===== config.mk =====
export PLATFORM = sky130hd
export DESIGN_NAME = updown_tenths_timer_7seg_scan
export DESIGN_NICKNAME = d
export VERILOG_FILES = /design/src/hdl/udtt_pkg.sv /design/src/hdl/udtt_count.sv /design/src/hdl/udtt_scan.sv /design/src/hdl/updown_tenths_timer_7seg_scan.sv
export SDC_FILE = /design/constraint.sdc
export NUM_CORES = 1
export LEC_CHECK = 0
export ABC_CLOCK_PERIOD_IN_PS = 4000
export BUFFER_PORTS_ARGS = -buffer_cell sky130_fd_sc_hd__buf_2
export CAP_MARGIN = 20
export CELL_PAD_IN_SITES_DETAIL_PLACEMENT = 0
export CELL_PAD_IN_SITES_GLOBAL_PLACEMENT = 1
export CORE_MARGIN = 4
export CORE_UTILIZATION = 40
export DETAILED_ROUTE_END_ITERATION = 8
export PLACE_DENSITY_LB_ADDON = 0.1
export SLEW_MARGIN = 20
export SYNTH_ARGS = -nofsm -noshare
export SYNTH_HDL_FRONTEND = slang
export SYNTH_SLANG_ARGS = --single-unit

===== constraint.sdc =====
create_clock -name clk -period 4 [get_ports clk]
set_input_delay 0.8 -clock clk [delete_from_list [all_inputs] [get_ports clk]]
set_output_delay 0.8 -clock clk [all_outputs]
set_load 0.1 [all_outputs]

===== src/hdl/udtt_pkg.sv =====
// Shared types, codes and constants for the up/down tenths timer.
package udtt_pkg;

  localparam int TENTHS_W  = 14;
  localparam int SECONDS_W = 18;

  localparam logic [TENTHS_W-1:0]  TENTHS_TOP  = 14'd9999;
  localparam logic [SECONDS_W-1:0] SECONDS_TOP = 18'd219660;

  localparam logic [7:0] SEG_BLANK = 8'hFF;
  localparam logic [7:0] DP_MASK   = 8'h7F;

  // Item kinds
  localparam logic [1:0] MODE_COUNT   = 2'd0;
  localparam logic [1:0] MODE_SCAN    = 2'd1;
  localparam logic [1:0] MODE_COMMAND = 2'd2;

  // Commands
  localparam logic [2:0] CMD_UP    = 3'd0;
  localparam logic [2:0] CMD_STOP  = 3'd1;
  localparam logic [2:0] CMD_DOWN  = 3'd2;
  localparam logic [2:0] CMD_RESET = 3'd3;
  localparam logic [2:0] CMD_LOAD  = 3'd4;

  // Configuration register indexes
  localparam logic REG_DISPLAY_ENABLED = 1'b0;
  localparam logic REG_SHOW_TIMER      = 1'b1;

  // Step codes, two's complement
  localparam logic [1:0] STEP_STOP = 2'b00;
  localparam logic [1:0] STEP_UP   = 2'b01;
  localparam logic [1:0] STEP_DOWN = 2'b11;

  // Four BCD digits: [3] thousands down to [0] units.
  typedef logic [3:0][3:0] bcd_t;

  // Decoded item kind, passed from the input stage to the state units.
  typedef struct packed {
    logic count_tick;
    logic scan_tick;
    logic command;
  } event_t;

  function automatic bcd_t bcd_step(input bcd_t d, input logic down);
    bcd_t r;
    logic carry;
    r = d;
    carry = 1'b1;
    for (int i = 0; i < 4; i++) begin
      if (carry) begin
        if (!down) begin
          if (d[i] == 4'd9) begin
            r[i] = 4'd0;
          end else begin
            r[i] = d[i] + 4'd1;
            carry = 1'b0;
          end
        end else begin
          if (d[i] == 4'd0) begin
            r[i] = 4'd9;
          end else begin
            r[i] = d[i] - 4'd1;
            carry = 1'b0;
          end
        end
      end
    end
    return r;
  endfunction

  function automatic logic [7:0] seg_font(input logic [3:0] d);
    logic [7:0] s;
    unique case (d)
      4'd0:    s = 8'hC0;
      4'd1:    s = 8'hF9;
      4'd2:    s = 8'hA4;
      4'd3:    s = 8'hB0;
      4'd4:    s = 8'h99;
      4'd5:    s = 8'h92;
      4'd6:    s = 8'h82;
      4'd7:    s = 8'hF8;
      4'd8:    s = 8'h80;
      4'd9:    s = 8'h90;
      default: s = SEG_BLANK;
    endcase
    return s;
  endfunction

  function automatic logic [3:0] enable_pattern(input logic [1:0] pos);
    logic [3:0] e;
    unique case (pos)
      2'd0:    e = 4'h7;
      2'd1:    e = 4'hB;
      2'd2:    e = 4'hD;
      default: e = 4'hE;
    endcase
    return e;
  endfunction

endpackage


===== src/hdl/udtt_count.sv =====
// Tenths, seconds and direction state with its per-item update.
module udtt_count #(
  parameter int TICKS_PER_SECOND = 10
) (
  input  logic                             clk,
  input  logic                             rst,
  input  logic                             en,
  input  udtt_pkg::event_t                 ev,
  input  logic [2:0]                       command,
  input  logic [udtt_pkg::SECONDS_W-1:0]   seconds_value,
  output logic [udtt_pkg::TENTHS_W-1:0]    tenths,
  output logic [udtt_pkg::SECONDS_W-1:0]   seconds,
  output logic [1:0]                       step,
  output udtt_pkg::bcd_t                   bcd
);

  localparam int SUB_W = (TICKS_PER_SECOND > 2) ? $clog2(TICKS_PER_SECOND) : 1;
  localparam logic [SUB_W-1:0] SUB_LAST = SUB_W'(TICKS_PER_SECOND - 1);

  logic [udtt_pkg::TENTHS_W-1:0]  tenths_next;
  logic [udtt_pkg::SECONDS_W-1:0] seconds_next;
  logic [1:0]                     step_next;
  udtt_pkg::bcd_t                 bcd_next;
  logic [SUB_W-1:0]               subtick, subtick_next;

  always_comb begin
    tenths_next  = tenths;
    seconds_next = seconds;
    step_next    = step;
    bcd_next     = bcd;
    subtick_next = subtick;
    if (ev.count_tick) begin
      if (step == udtt_pkg::STEP_UP) begin
        tenths_next = (tenths == udtt_pkg::TENTHS_TOP) ? '0 : tenths + 1'b1;
        bcd_next    = udtt_pkg::bcd_step(bcd, 1'b0);
      end else if (step == udtt_pkg::STEP_DOWN) begin
        tenths_next = (tenths == '0) ? udtt_pkg::TENTHS_TOP : tenths - 1'b1;
        bcd_next    = udtt_pkg::bcd_step(bcd, 1'b1);
      end
      // The seconds count moves on the first tick of each second.
      if (subtick == '0) begin
        if (step == udtt_pkg::STEP_UP) begin
          if (seconds < udtt_pkg::SECONDS_TOP) seconds_next = seconds + 1'b1;
        end else if (step == udtt_pkg::STEP_DOWN) begin
          if (seconds == '0) step_next = udtt_pkg::STEP_STOP;
          else seconds_next = seconds - 1'b1;
        end
      end
      subtick_next = (subtick == SUB_LAST) ? '0 : subtick + 1'b1;
    end else if (ev.command) begin
      unique case (command)
        udtt_pkg::CMD_UP:   step_next = udtt_pkg::STEP_UP;
        udtt_pkg::CMD_STOP: step_next = udtt_pkg::STEP_STOP;
        udtt_pkg::CMD_DOWN: step_next = udtt_pkg::STEP_DOWN;
        udtt_pkg::CMD_RESET: begin
          step_next   = udtt_pkg::STEP_STOP;
          tenths_next = '0;
          bcd_next    = '0;
        end
        udtt_pkg::CMD_LOAD: begin
          seconds_next = (seconds_value > udtt_pkg::SECONDS_TOP) ?
                         udtt_pkg::SECONDS_TOP : seconds_value;
        end
        default: ;
      endcase
    end
  end

  always_ff @(posedge clk) begin
    if (rst) begin
      tenths  <= '0;
      seconds <= '0;
      step    <= udtt_pkg::STEP_STOP;
      bcd     <= '0;
      subtick <= '0;
    end else if (en) begin
      tenths  <= tenths_next;
      seconds <= seconds_next;
      step    <= step_next;
      bcd     <= bcd_next;
      subtick <= subtick_next;
    end
  end

endmodule


===== src/hdl/udtt_scan.sv =====
// Digit scan: scan position and the segment and digit latches.
module udtt_scan (
  input  logic           clk,
  input  logic           rst,
  input  logic           en,
  input  logic           scan_tick,
  input  logic           display_enabled,
  input  logic           show_timer,
  input  udtt_pkg::bcd_t bcd,
  output logic [7:0]     segment_latch,
  output logic [3:0]     digit_latch
);

  logic [1:0] pos, pos_next;
  logic [7:0] segment_latch_next;
  logic [3:0] digit_latch_next;
  logic [7:0] font;

  // Position 0 shows thousands, so the digit index is the inverted position.
  assign font = udtt_pkg::seg_font(bcd[~pos]);

  always_comb begin
    pos_next           = pos;
    segment_latch_next = segment_latch;
    digit_latch_next   = digit_latch;
    if (scan_tick) begin
      if (!display_enabled) begin
        segment_latch_next = udtt_pkg::SEG_BLANK;
      end else begin
        if (show_timer) begin
          segment_latch_next = (pos == 2'd2) ? (font & udtt_pkg::DP_MASK) : font;
          digit_latch_next   = udtt_pkg::enable_pattern(pos);
        end else begin
          segment_latch_next = udtt_pkg::SEG_BLANK;
        end
        pos_next = pos + 2'd1;
      end
    end
  end

  always_ff @(posedge clk) begin
    if (rst) begin
      pos           <= '0;
      segment_latch <= udtt_pkg::SEG_BLANK;
      digit_latch   <= '0;
    end else if (en) begin
      pos           <= pos_next;
      segment_latch <= segment_latch_next;
      digit_latch   <= digit_latch_next;
    end
  end

endmodule


===== src/hdl/updown_tenths_timer_7seg_scan.sv =====
// Top level of the up/down tenths timer with four-digit seven-segment scan.
//
// Usage:
//   Input channel (in_valid/in_ready) carries one item: a count tick, a scan
//   tick or a command (up, stop, down, reset, load seconds). Every item gives
//   exactly one result on the output channel (out_valid/out_ready): the
//   segment and digit latches, the tenths and seconds counts and the step.
//   The configuration channel (cfg_valid/cfg_ready, cfg_index, cfg_data) sets
//   display_enabled (index 0) and show_timer (index 1); it is always ready and
//   should be written only while no item is in flight.
// Pipeline:
//   An accepted item is held in the input register, then updates the state,
//   which is the result register. One item is taken per cycle while the
//   output is not stalled, set by the single state update.
// Reset (rst, synchronous): counts and step clear, the segment latch goes to
//   all off, both configuration bits clear and both stages empty.
// Stalls: while out_ready is low the result holds; one more item can wait in
//   the input register, after which in_ready drops.
module updown_tenths_timer_7seg_scan #(
  parameter int TICKS_PER_SECOND = 10
) (
  input  logic                           clk,
  input  logic                           rst,
  input  logic                           in_valid,
  output logic                           in_ready,
  input  logic [1:0]                     mode,
  input  logic [2:0]                     command,
  input  logic [udtt_pkg::SECONDS_W-1:0] seconds_value,
  output logic                           out_valid,
  input  logic                           out_ready,
  output logic [7:0]                     segments,
  output logic [3:0]                     digit_enables,
  output logic [udtt_pkg::TENTHS_W-1:0]  tenths_count,
  output logic [udtt_pkg::SECONDS_W-1:0] seconds_count,
  output logic signed [1:0]              direction,
  input  logic                           cfg_valid,
  output logic                           cfg_ready,
  input  logic                           cfg_index,
  input  logic                           cfg_data
);

  logic                           s1_valid;
  logic [1:0]                     s1_mode;
  logic [2:0]                     s1_command;
  logic [udtt_pkg::SECONDS_W-1:0] s1_seconds_value;
  logic                           out_free;
  logic                           advance;
  logic                           display_enabled;
  logic                           show_timer;
  logic [1:0]                     step;
  udtt_pkg::event_t               ev;
  udtt_pkg::bcd_t                 bcd;

  assign out_free  = !out_valid || out_ready;
  assign advance   = s1_valid && out_free;
  assign in_ready  = !s1_valid || out_free;
  assign cfg_ready = 1'b1;

  assign ev.count_tick = (s1_mode == udtt_pkg::MODE_COUNT);
  assign ev.scan_tick  = (s1_mode == udtt_pkg::MODE_SCAN);
  assign ev.command    = (s1_mode == udtt_pkg::MODE_COMMAND);

  always_ff @(posedge clk) begin
    if (rst) begin
      s1_valid <= 1'b0;
    end else if (in_ready) begin
      s1_valid <= in_valid;
    end
  end

  always_ff @(posedge clk) begin
    if (in_valid && in_ready) begin
      s1_mode          <= mode;
      s1_command       <= command;
      s1_seconds_value <= seconds_value;
    end
  end

  always_ff @(posedge clk) begin
    if (rst) begin
      out_valid <= 1'b0;
    end else if (out_free) begin
      out_valid <= s1_valid;
    end
  end

  always_ff @(posedge clk) begin
    if (rst) begin
      display_enabled <= 1'b0;
      show_timer      <= 1'b0;
    end else if (cfg_valid && cfg_ready) begin
      unique case (cfg_index)
        udtt_pkg::REG_DISPLAY_ENABLED: display_enabled <= cfg_data;
        udtt_pkg::REG_SHOW_TIMER:      show_timer      <= cfg_data;
        default: ;
      endcase
    end
  end

  udtt_count #(
    .TICKS_PER_SECOND(TICKS_PER_SECOND)
  ) u_count (
    .clk          (clk),
    .rst          (rst),
    .en           (advance),
    .ev           (ev),
    .command      (s1_command),
    .seconds_value(s1_seconds_value),
    .tenths       (tenths_count),
    .seconds      (seconds_count),
    .step         (step),
    .bcd          (bcd)
  );

  udtt_scan u_scan (
    .clk            (clk),
    .rst            (rst),
    .en             (advance),
    .scan_tick      (ev.scan_tick),
    .display_enabled(display_enabled),
    .show_timer     (show_timer),
    .bcd            (bcd),
    .segment_latch  (segments),
    .digit_latch    (digit_enables)
  );

  assign direction = step;

`ifndef SYNTHESIS
  a_tenths_range : assert property (@(posedge clk) disable iff (rst)
    tenths_count <= udtt_pkg::TENTHS_TOP)
    else $error("tenths count out of range");

  a_seconds_range : assert property (@(posedge clk) disable iff (rst)
    seconds_count <= udtt_pkg::SECONDS_TOP)
    else $error("seconds count above its top");

  a_one_digit : assert property (@(posedge clk) disable iff (rst)
    digit_enables == 4'h0 || $countones(digit_enables) == 3)
    else $error("more than one digit enabled");

  a_ready_when_empty : assert property (@(posedge clk) disable iff (rst)
    !out_valid |-> in_ready)
    else $error("input stalled with an empty output stage");
`endif

endmodule


==> impl_metrics.py, run 1 <==
metrics = {
    "outcome": {
        "status": "complete, no violations",
    },
    "yosys": {
        "synth.avg_cell_area_sq_um": 8.222,
        "yosysSeqAreaShare_pct": 33.59,
        "ys_ff_latch": 95,
        "synth_area_leaders": "dfxtp_1, edfxtp_1, ha_1",
        "synth_area_sq_um": 6347,
        "async_reset_ff_share_pct": 0,
        "synth_top_area_cell": "dfxtp_1",
        "synth_flop_cell": "dfxtp_1",
        "netlist_instances": 772,
        "synth-edff-count": 23,
        "synthDistinctLibCells": 76,
        "yosysWarnings": 0,
        "synth_top_area_share_pct": 22.71,
        "synth_nets": 838,
    },
    "setup_path": {
        "cp_cell_sequence": "nand2b_1 -> inv_2 -> fa_1 -> nand2b_1 -> a2111oi_0 -> o21ai_0 -> o211ai_1 -> xor2_1 -> nand2_1 -> a21oi_2",
        "timing_worst_setup_path_type": "reg2reg",
        "rrSetupSlack_ns": 0.91,
        "crit_path_end": "u_count.seconds[16]$_SDFFE_PP0P_",
        "r2r_start": "u_count.step[1]$_SDFFE_PP0P_",
        "crit-reg2reg-capture": "u_count.seconds[16]$_SDFFE_PP0P_",
        "startpoint_type": "flop",
        "crit_start": "u_count.step[1]$_SDFFE_PP0P_",
        "max_stage_delay_ns": 0.67,
        "cp.buffers_inverters": 1,
        "critPathRequiredTime_ns": 4.29,
        "critPathArrivalTime_ns": 3.38,
        "critPathTopFamily": "compound AO/OA/AOI/OAI gates",
        "cp_max_fo": 15,
        "cpMostUsedCell": "nand2b_1",
        "worst_setup_path_end_kind": "flop",
        "ff2ff_path_depth": 10,
        "critPathSlowestCell": "a2111oi_0",
        "cp.depth": 10,
    },
    "clock_network": {
        "post_cts_resized": 0,
        "clk_path_buf_depth": 2,
        "htree_num_levels": 3,
        "clk_latency_ns": 0.35,
        "cts_buffers": 9,
        "hold_buffers": 0,
        "cts_tree": "built",
        "cts-root-buf": "clkbuf_16",
        "clk_pin_slew_ns": 0.07,
        "postCtsSetupBuffers": 0,
        "cts_sinks": 95,
    },
    "die": {
        "io_pins": 79,
        "die_w_um": 134.0,
        "num_rows": 45,
        "dieHeight_um": 134.0,
        "initial_utilization_pct": 41.29,
        "die_area_sq_um": 17950,
        "core_area_sq_um": 15370,
    },
    "detailed_routing": {
        "postRouteAntennaNets": 0,
        "first_iter_violations": 384,
        "via_per_inst": 5.774,
        "first_pass_iters": 5,
        "wl_per_cell_um": 17.29,
        "drc": 0,
        "num_vias": 5982,
        "drt-total-wl_um": 17910,
    },
    "pwr": {
        "p_leak_nw": 2.833,
        "power_density_nw_per_um2": 283.5,
        "vdd_drop_max_uv": 188.8,
        "power.total_mw": 2.019,
    },
    "global_route": {
        "track_usage_pct": 19.97,
        "grt_antenna_before_repair": 0,
        "grt_pass1_vias": 5782,
        "overflow": 0,
        "grt_max_degree": 51,
        "grt_pass1_wl_um": 29270,
    },
    "cells_and_area": {
        "areaGrowthSynthToFinish_pct": 12.18,
        "multi_input_area_sq_um": 3911,
        "final_cell_mix": "nor2_1, buf_2, dfxtp_1",
        "regArea_sq_um": 2133,
        "fin_nets": 886,
        "drive_above_1_share_pct": 16.24,
        "n_antenna_cell": 0,
        "final_util_pct": 46.32,
        "fill_cells": 1557,
    },
    "flow_run": {
        "maxCapViolCount": 0,
    },
    "timing": {
        "timing.final.crit_share_pct": 77.15,
        "hold_viol_final": 0,
        "report.final.slew_viol_count": 0,
        "min_period_ns": 3.086,
        "fin_skew_ns": 0.007769,
        "rsz0062_at_grt": "no",
        "worst_pin_slew_ns": 0.9708,
        "setup_tns_ns": 0,
        "max_freq_mhz": 324.0,
        "setup_violations": 0,
        "worst_slew_margin_rel_pct": 34.88,
        "worst_slack_ns": 0.9138,
    },
    "placement": {
        "dpl.hpwl_um": 12970,
        "port_buffers": 77,
        "place_congestion": 0.9519,
        "pre_cts_slack_ns": 0.9407,
    },
    "min_path": {
        "worst_hold_path_type": "reg2reg",
    },
}
[cell type report]
cell class	count	area share [%]
flip-flops and latches	95	29.96
clock inverters	6	0.5799
inverters	25	1.318
clock buffers	10	3.356
well taps	211	3.708
repair buffers	84	6.150
multi-input cells	605	54.93
[metrics by stage]
stage	cells	area, sq um	hold WS, ns
after CTS	1036	7121	0.4773
after detailed placement	1020	6840	0.4663
after floorplan	772	6349	0.4321
after global routing	1036	7121	0.5153
final	1036	7121	0.4723
after global placement	1020	6840	0.4519
[where the power goes]
part,switching (mW),total [mW],internal [mW]
Clock,0.391,0.834,0.442
Sequential,0.0185,1.02,1.00
Combinational,0.111,0.164,0.0528
[how the worst min path moves through the flow]
stage                             from                 endpoint  cells past startpoint
2_1_floorplan  show_timer$_SDFFE_PP0P_  show_timer$_SDFFE_PP0P_                      2
3_3_place_gp   show_timer$_SDFFE_PP0P_  show_timer$_SDFFE_PP0P_                      2
3_5_place_dp   show_timer$_SDFFE_PP0P_  show_timer$_SDFFE_PP0P_                      2
4_1_cts        show_timer$_SDFFE_PP0P_  show_timer$_SDFFE_PP0P_                      2
5_1_grt        show_timer$_SDFFE_PP0P_  show_timer$_SDFFE_PP0P_                      2
6_report       show_timer$_SDFFE_PP0P_  show_timer$_SDFFE_PP0P_                      2
[cell families (layout without fill, tap and decap cells)]
| group | after synthesis | after routing | synth area share, % |
|---|---|---|---|
| xor gates and xnor gates | 30 | 30 | 4.140 |
| AOI/OAI and AO/OA | 239 | 239 | 24.98 |
| buffers and inverters | 72 | 125 | 4.790 |
| DFF | 95 | 95 | 33.59 |
| adders and majority gates | 36 | 36 | 7.215 |
| and+or+nand+nor | 286 | 286 | 22.37 |
| muxes | 13 | 13 | 2.858 |
| other | 1 | 1 | 0.05908 |
[state kept, by name, summed over array words and instances (netlist names)]
signal / count
s1_seconds_value: 18
u_count.seconds: 18
u_count.bcd: 16
u_count.tenths: 14
u_scan.segment_latch: 8
u_count.subtick: 4
u_scan.digit_latch: 4
s1_command: 3
s1_mode: 2
u_count.step: 2
u_scan.pos: 2
display_enabled: 1
out_valid: 1
s1_valid: 1
show_timer: 1
[cell usage after synthesis (19+ instances only)]
cell type,instances
nand3_1,29
xnor2_1,19
edfxtp_1,23
nor3_1,23
a21oi_1,63
inv_1,22
ha_1,35
o21ai_0,45
clkbuf_1,36
nor2_1,77
nand2_1,69
dfxtp_1,72
[routing by layer]
metal / global-route usage [%] / up-vias / share of wire, %
li1: - / 2944 / -
met1: 26.52 / 2839 / 47
met2: 32.99 / 173 / 46
met3: 3.263 / 26 / 5.1
met4: 6.971 / 0 / 2.2
met5: 0 / - / 0
[worst reg2reg max path: stages, from the launching register on]
cell       delay [ns]
dfxtp_2          0.40
nand2b_1         0.57
inv_2            0.09
fa_1             0.42
nand2b_1         0.21
a2111oi_0        0.67
o21ai_0          0.16
o211ai_1         0.14
xor2_1           0.16
nand2_1          0.08
a21oi_2          0.12
Power figures use the tool's default switching activity.
==> inputs of run 2 (changes only) <==
Settings changed: ABC_AREA from default to 1, ABC_CLOCK_PERIOD_IN_PS 4000 to 2600, CORE_UTILIZATION 40 to 38.
Clock period 4 ns to 2.6 ns, I/O delays scaled along.
==> impl_metrics.py, run 2 <==
metrics = {
    "outcome": {
        "status": "complete, no violations",
    },
    "placement": {
        "pre_cts_slack_ns": 0.3904,
        "port_buffers": 77,
        "dpl.hpwl_um": 14180,
        "place_congestion": 0.8407,
    },
    "die": {
        "io_pins": 79,
        "core_area_sq_um": 17180,
        "die_area_sq_um": 19640,
        "num_rows": 48,
        "dieHeight_um": 140.2,
        "initial_utilization_pct": 38.64,
        "die_w_um": 140.2,
    },
    "detailed_routing": {
        "wl_per_cell_um": 14.39,
        "postRouteAntennaNets": 0,
        "first_iter_violations": 456,
        "first_pass_iters": 5,
        "num_vias": 6446,
        "drc": 0,
        "via_per_inst": 4.939,
        "drt-total-wl_um": 18780,
    },
    "clock_network": {
        "post_cts_resized": 0,
        "cts_buffers": 9,
        "clk_latency_ns": 0.35,
        "postCtsSetupBuffers": 0,
        "clk_pin_slew_ns": 0.07,
        "cts_tree": "built",
        "cts_sinks": 95,
        "cts-root-buf": "clkbuf_16",
        "clk_path_buf_depth": 2,
        "htree_num_levels": 3,
        "hold_buffers": 0,
    },
    "cells_and_area": {
        "fill_cells": 1883,
        "fin_nets": 1141,
        "mostFrequentLayoutCell": "nand2_1",
        "regArea_sq_um": 2135,
        "final_cell_mix": "nand2_1, nor2_1, a21oi_1",
        "areaGrowthSynthToFinish_pct": 13.69,
        "reg_top3": "s1_seconds_value: 18 flops, u_count.seconds: 18 flops, u_count.bcd: 16 flops",
        "drive_above_1_share_pct": 14.54,
        "multi_input_area_sq_um": 3895,
        "final_util_pct": 43.92,
        "n_antenna_cell": 0,
    },
    "setup_path": {
        "startpoint_type": "flop",
        "r2r_start": "u_count.step[1]$_SDFFE_PP0P_",
        "critPathRequiredTime_ns": 2.85,
        "critPathArrivalTime_ns": 2.44,
        "timing_worst_setup_path_type": "reg2reg",
        "cp_max_fo": 19,
        "crit_start": "u_count.step[1]$_SDFFE_PP0P_",
        "rrSetupSlack_ns": 0.42,
        "worst_setup_path_end_kind": "flop",
        "ff2ff_path_depth": 14,
        "crit-reg2reg-capture": "u_count.seconds[12]$_SDFFE_PP0P_",
    },
    "timing": {
        "worst_slew_margin_rel_pct": 59.40,
        "worst_pin_slew_ns": 0.6082,
        "max_freq_mhz": 457.8,
        "min_period_ns": 2.184,
        "setup_tns_ns": 0,
        "rsz0062_at_grt": "no",
        "fin_skew_ns": 0.01411,
        "worst_slack_ns": 0.4157,
        "timing.final.crit_share_pct": 84.01,
        "setup_violations": 0,
        "hold_viol_final": 0,
        "report.final.slew_viol_count": 0,
    },
    "yosys": {
        "synth_flop_cell": "dfxtp_1",
        "netlist_top_cells_count": "nand2_1, nor2_1, a21oi_1",
        "synth_area_leaders": "dfxtp_1, nand2_1, edfxtp_1",
        "synth.most_common_cell": "nand2_1",
        "netlist_instances": 1007,
        "synth_area_sq_um": 6636,
        "synth-edff-count": 23,
        "synth_nets": 1073,
        "ys_ff_latch": 95,
        "synth_top_area_share_pct": 21.72,
        "synth.avg_cell_area_sq_um": 6.590,
        "async_reset_ff_share_pct": 0,
        "synthDistinctLibCells": 49,
        "yosysWarnings": 0,
        "yosysSeqAreaShare_pct": 32.13,
        "synth_top_area_cell": "dfxtp_1",
    },
    "global_route": {
        "grt_max_degree": 33,
        "grt_antenna_before_repair": 0,
        "grt_pass1_vias": 6039,
        "track_usage_pct": 19.41,
        "grt_pass1_wl_um": 31440,
        "overflow": 0,
    },
    "pwr": {
        "p_leak_nw": 3.528,
        "power_density_nw_per_um2": 461.9,
        "power_frac_seq_pct": 45.3,
        "power_frac_comb_pct": 12.6,
        "switchingPower_uw": 948.1,
        "p_int_mw": 2.537,
        "switching_share_pct": 27.20,
        "vdd_drop_max_uv": 340.1,
        "clkPwrFrac_pct": 42.1,
    },
    "flow_run": {
        "maxCapViolCount": 0,
    },
    "min_path": {
        "worst_hold_path_type": "in2reg",
        "holdPathEnd": "s1_seconds_value[3]$_DFFE_PP_",
        "hold_path_depth": 1,
        "min-delay-start": "seconds_value[3]",
    },
}
[run 2: worst max-delay path: stages, from the launching register on]
cell and delay, ns:
dfxtp_2 0.37, inv_2 0.06, nand2_4 0.20, inv_2 0.10, fa_1 0.42, o21ai_1 0.27, nand2_1 0.09, nand2_1 0.14
nand2_1 0.09, nand2_1 0.06, nand2_1 0.04, nand3_1 0.06, nand3_1 0.07, nand2_1 0.06, inv_1 0.03
[run 2: cell type report]
| cell class | instances | area share (%) |
|---|---|---|
| Clock buffer | 10 | 3.035 |
| Clock inverter | 6 | 1.211 |
| Inverter | 118 | 5.904 |
| Multi-Input combinational cell | 763 | 51.63 |
| Sequential cell | 95 | 28.29 |
| Tap cell | 225 | 3.731 |
| Timing Repair Buffer | 88 | 6.202 |
[run 2: logic make-up after synthesis]
| kind of cell | share of synthesized area (%) |
|---|---|
| AO/OA/AOI/OAI | 16.87 |
| XOR/XNOR | 2.640 |
| other | 0.05651 |
| flip-flops | 32.13 |
| adder cells (fa/ha/maj) | 6.900 |
| buffers and inverters | 9.257 |
| AND/OR/NAND/NOR | 32.15 |
[run 2: layer usage]
metal	vias up	part of all wire, %	global-route usage [%]
met5	-	0	0
met4	0	0.87	3.570
met3	13	4.8	3.653
met2	120	42	28.68
met1	2861	53	29.59
li1	3452	-	-
[run 2: how the worst max path moves through the flow]
stage	end	slack [ns]	cells after the start
2_1_floorplan	s1_command[0]$_DFFE_PP_	0.03	3
3_3_place_gp	u_count.seconds[17]$_SDFFE_PP0P_	0.45	13
3_5_place_dp	u_count.seconds[12]$_SDFFE_PP0P_	0.39	14
4_1_cts	u_count.seconds[12]$_SDFFE_PP0P_	0.39	14
5_1_grt	u_count.seconds[12]$_SDFFE_PP0P_	0.16	14
6_report	u_count.seconds[12]$_SDFFE_PP0P_	0.42	14
[run 2: stage by stage]
stage / instance area (sq um) / cells / total power [mW] / hold slack (ns)
after floorplan: 6645 / 1007 / 1.929 / 0.4391
after global placement: 7224 / 1289 / 2.058 / 0.4513
after detailed placement: 7224 / 1289 / 2.054 / 0.4539
after CTS: 7545 / 1305 / 3.540 / 0.3269
after global routing: 7545 / 1305 / 3.672 / 0.3204
final: 7545 / 1305 / 3.485 / 0.3447
[run 2: power groups by stage]
stage	Clock (mW)	Combinational [mW]	Sequential, mW
2_1_floorplan	0	0.288	1.64
3_3_place_gp	0	0.444	1.61
3_5_place_dp	0	0.439	1.61
4_1_cts	1.52	0.441	1.58
5_1_grt	1.59	0.499	1.59
6_report	1.47	0.439	1.58
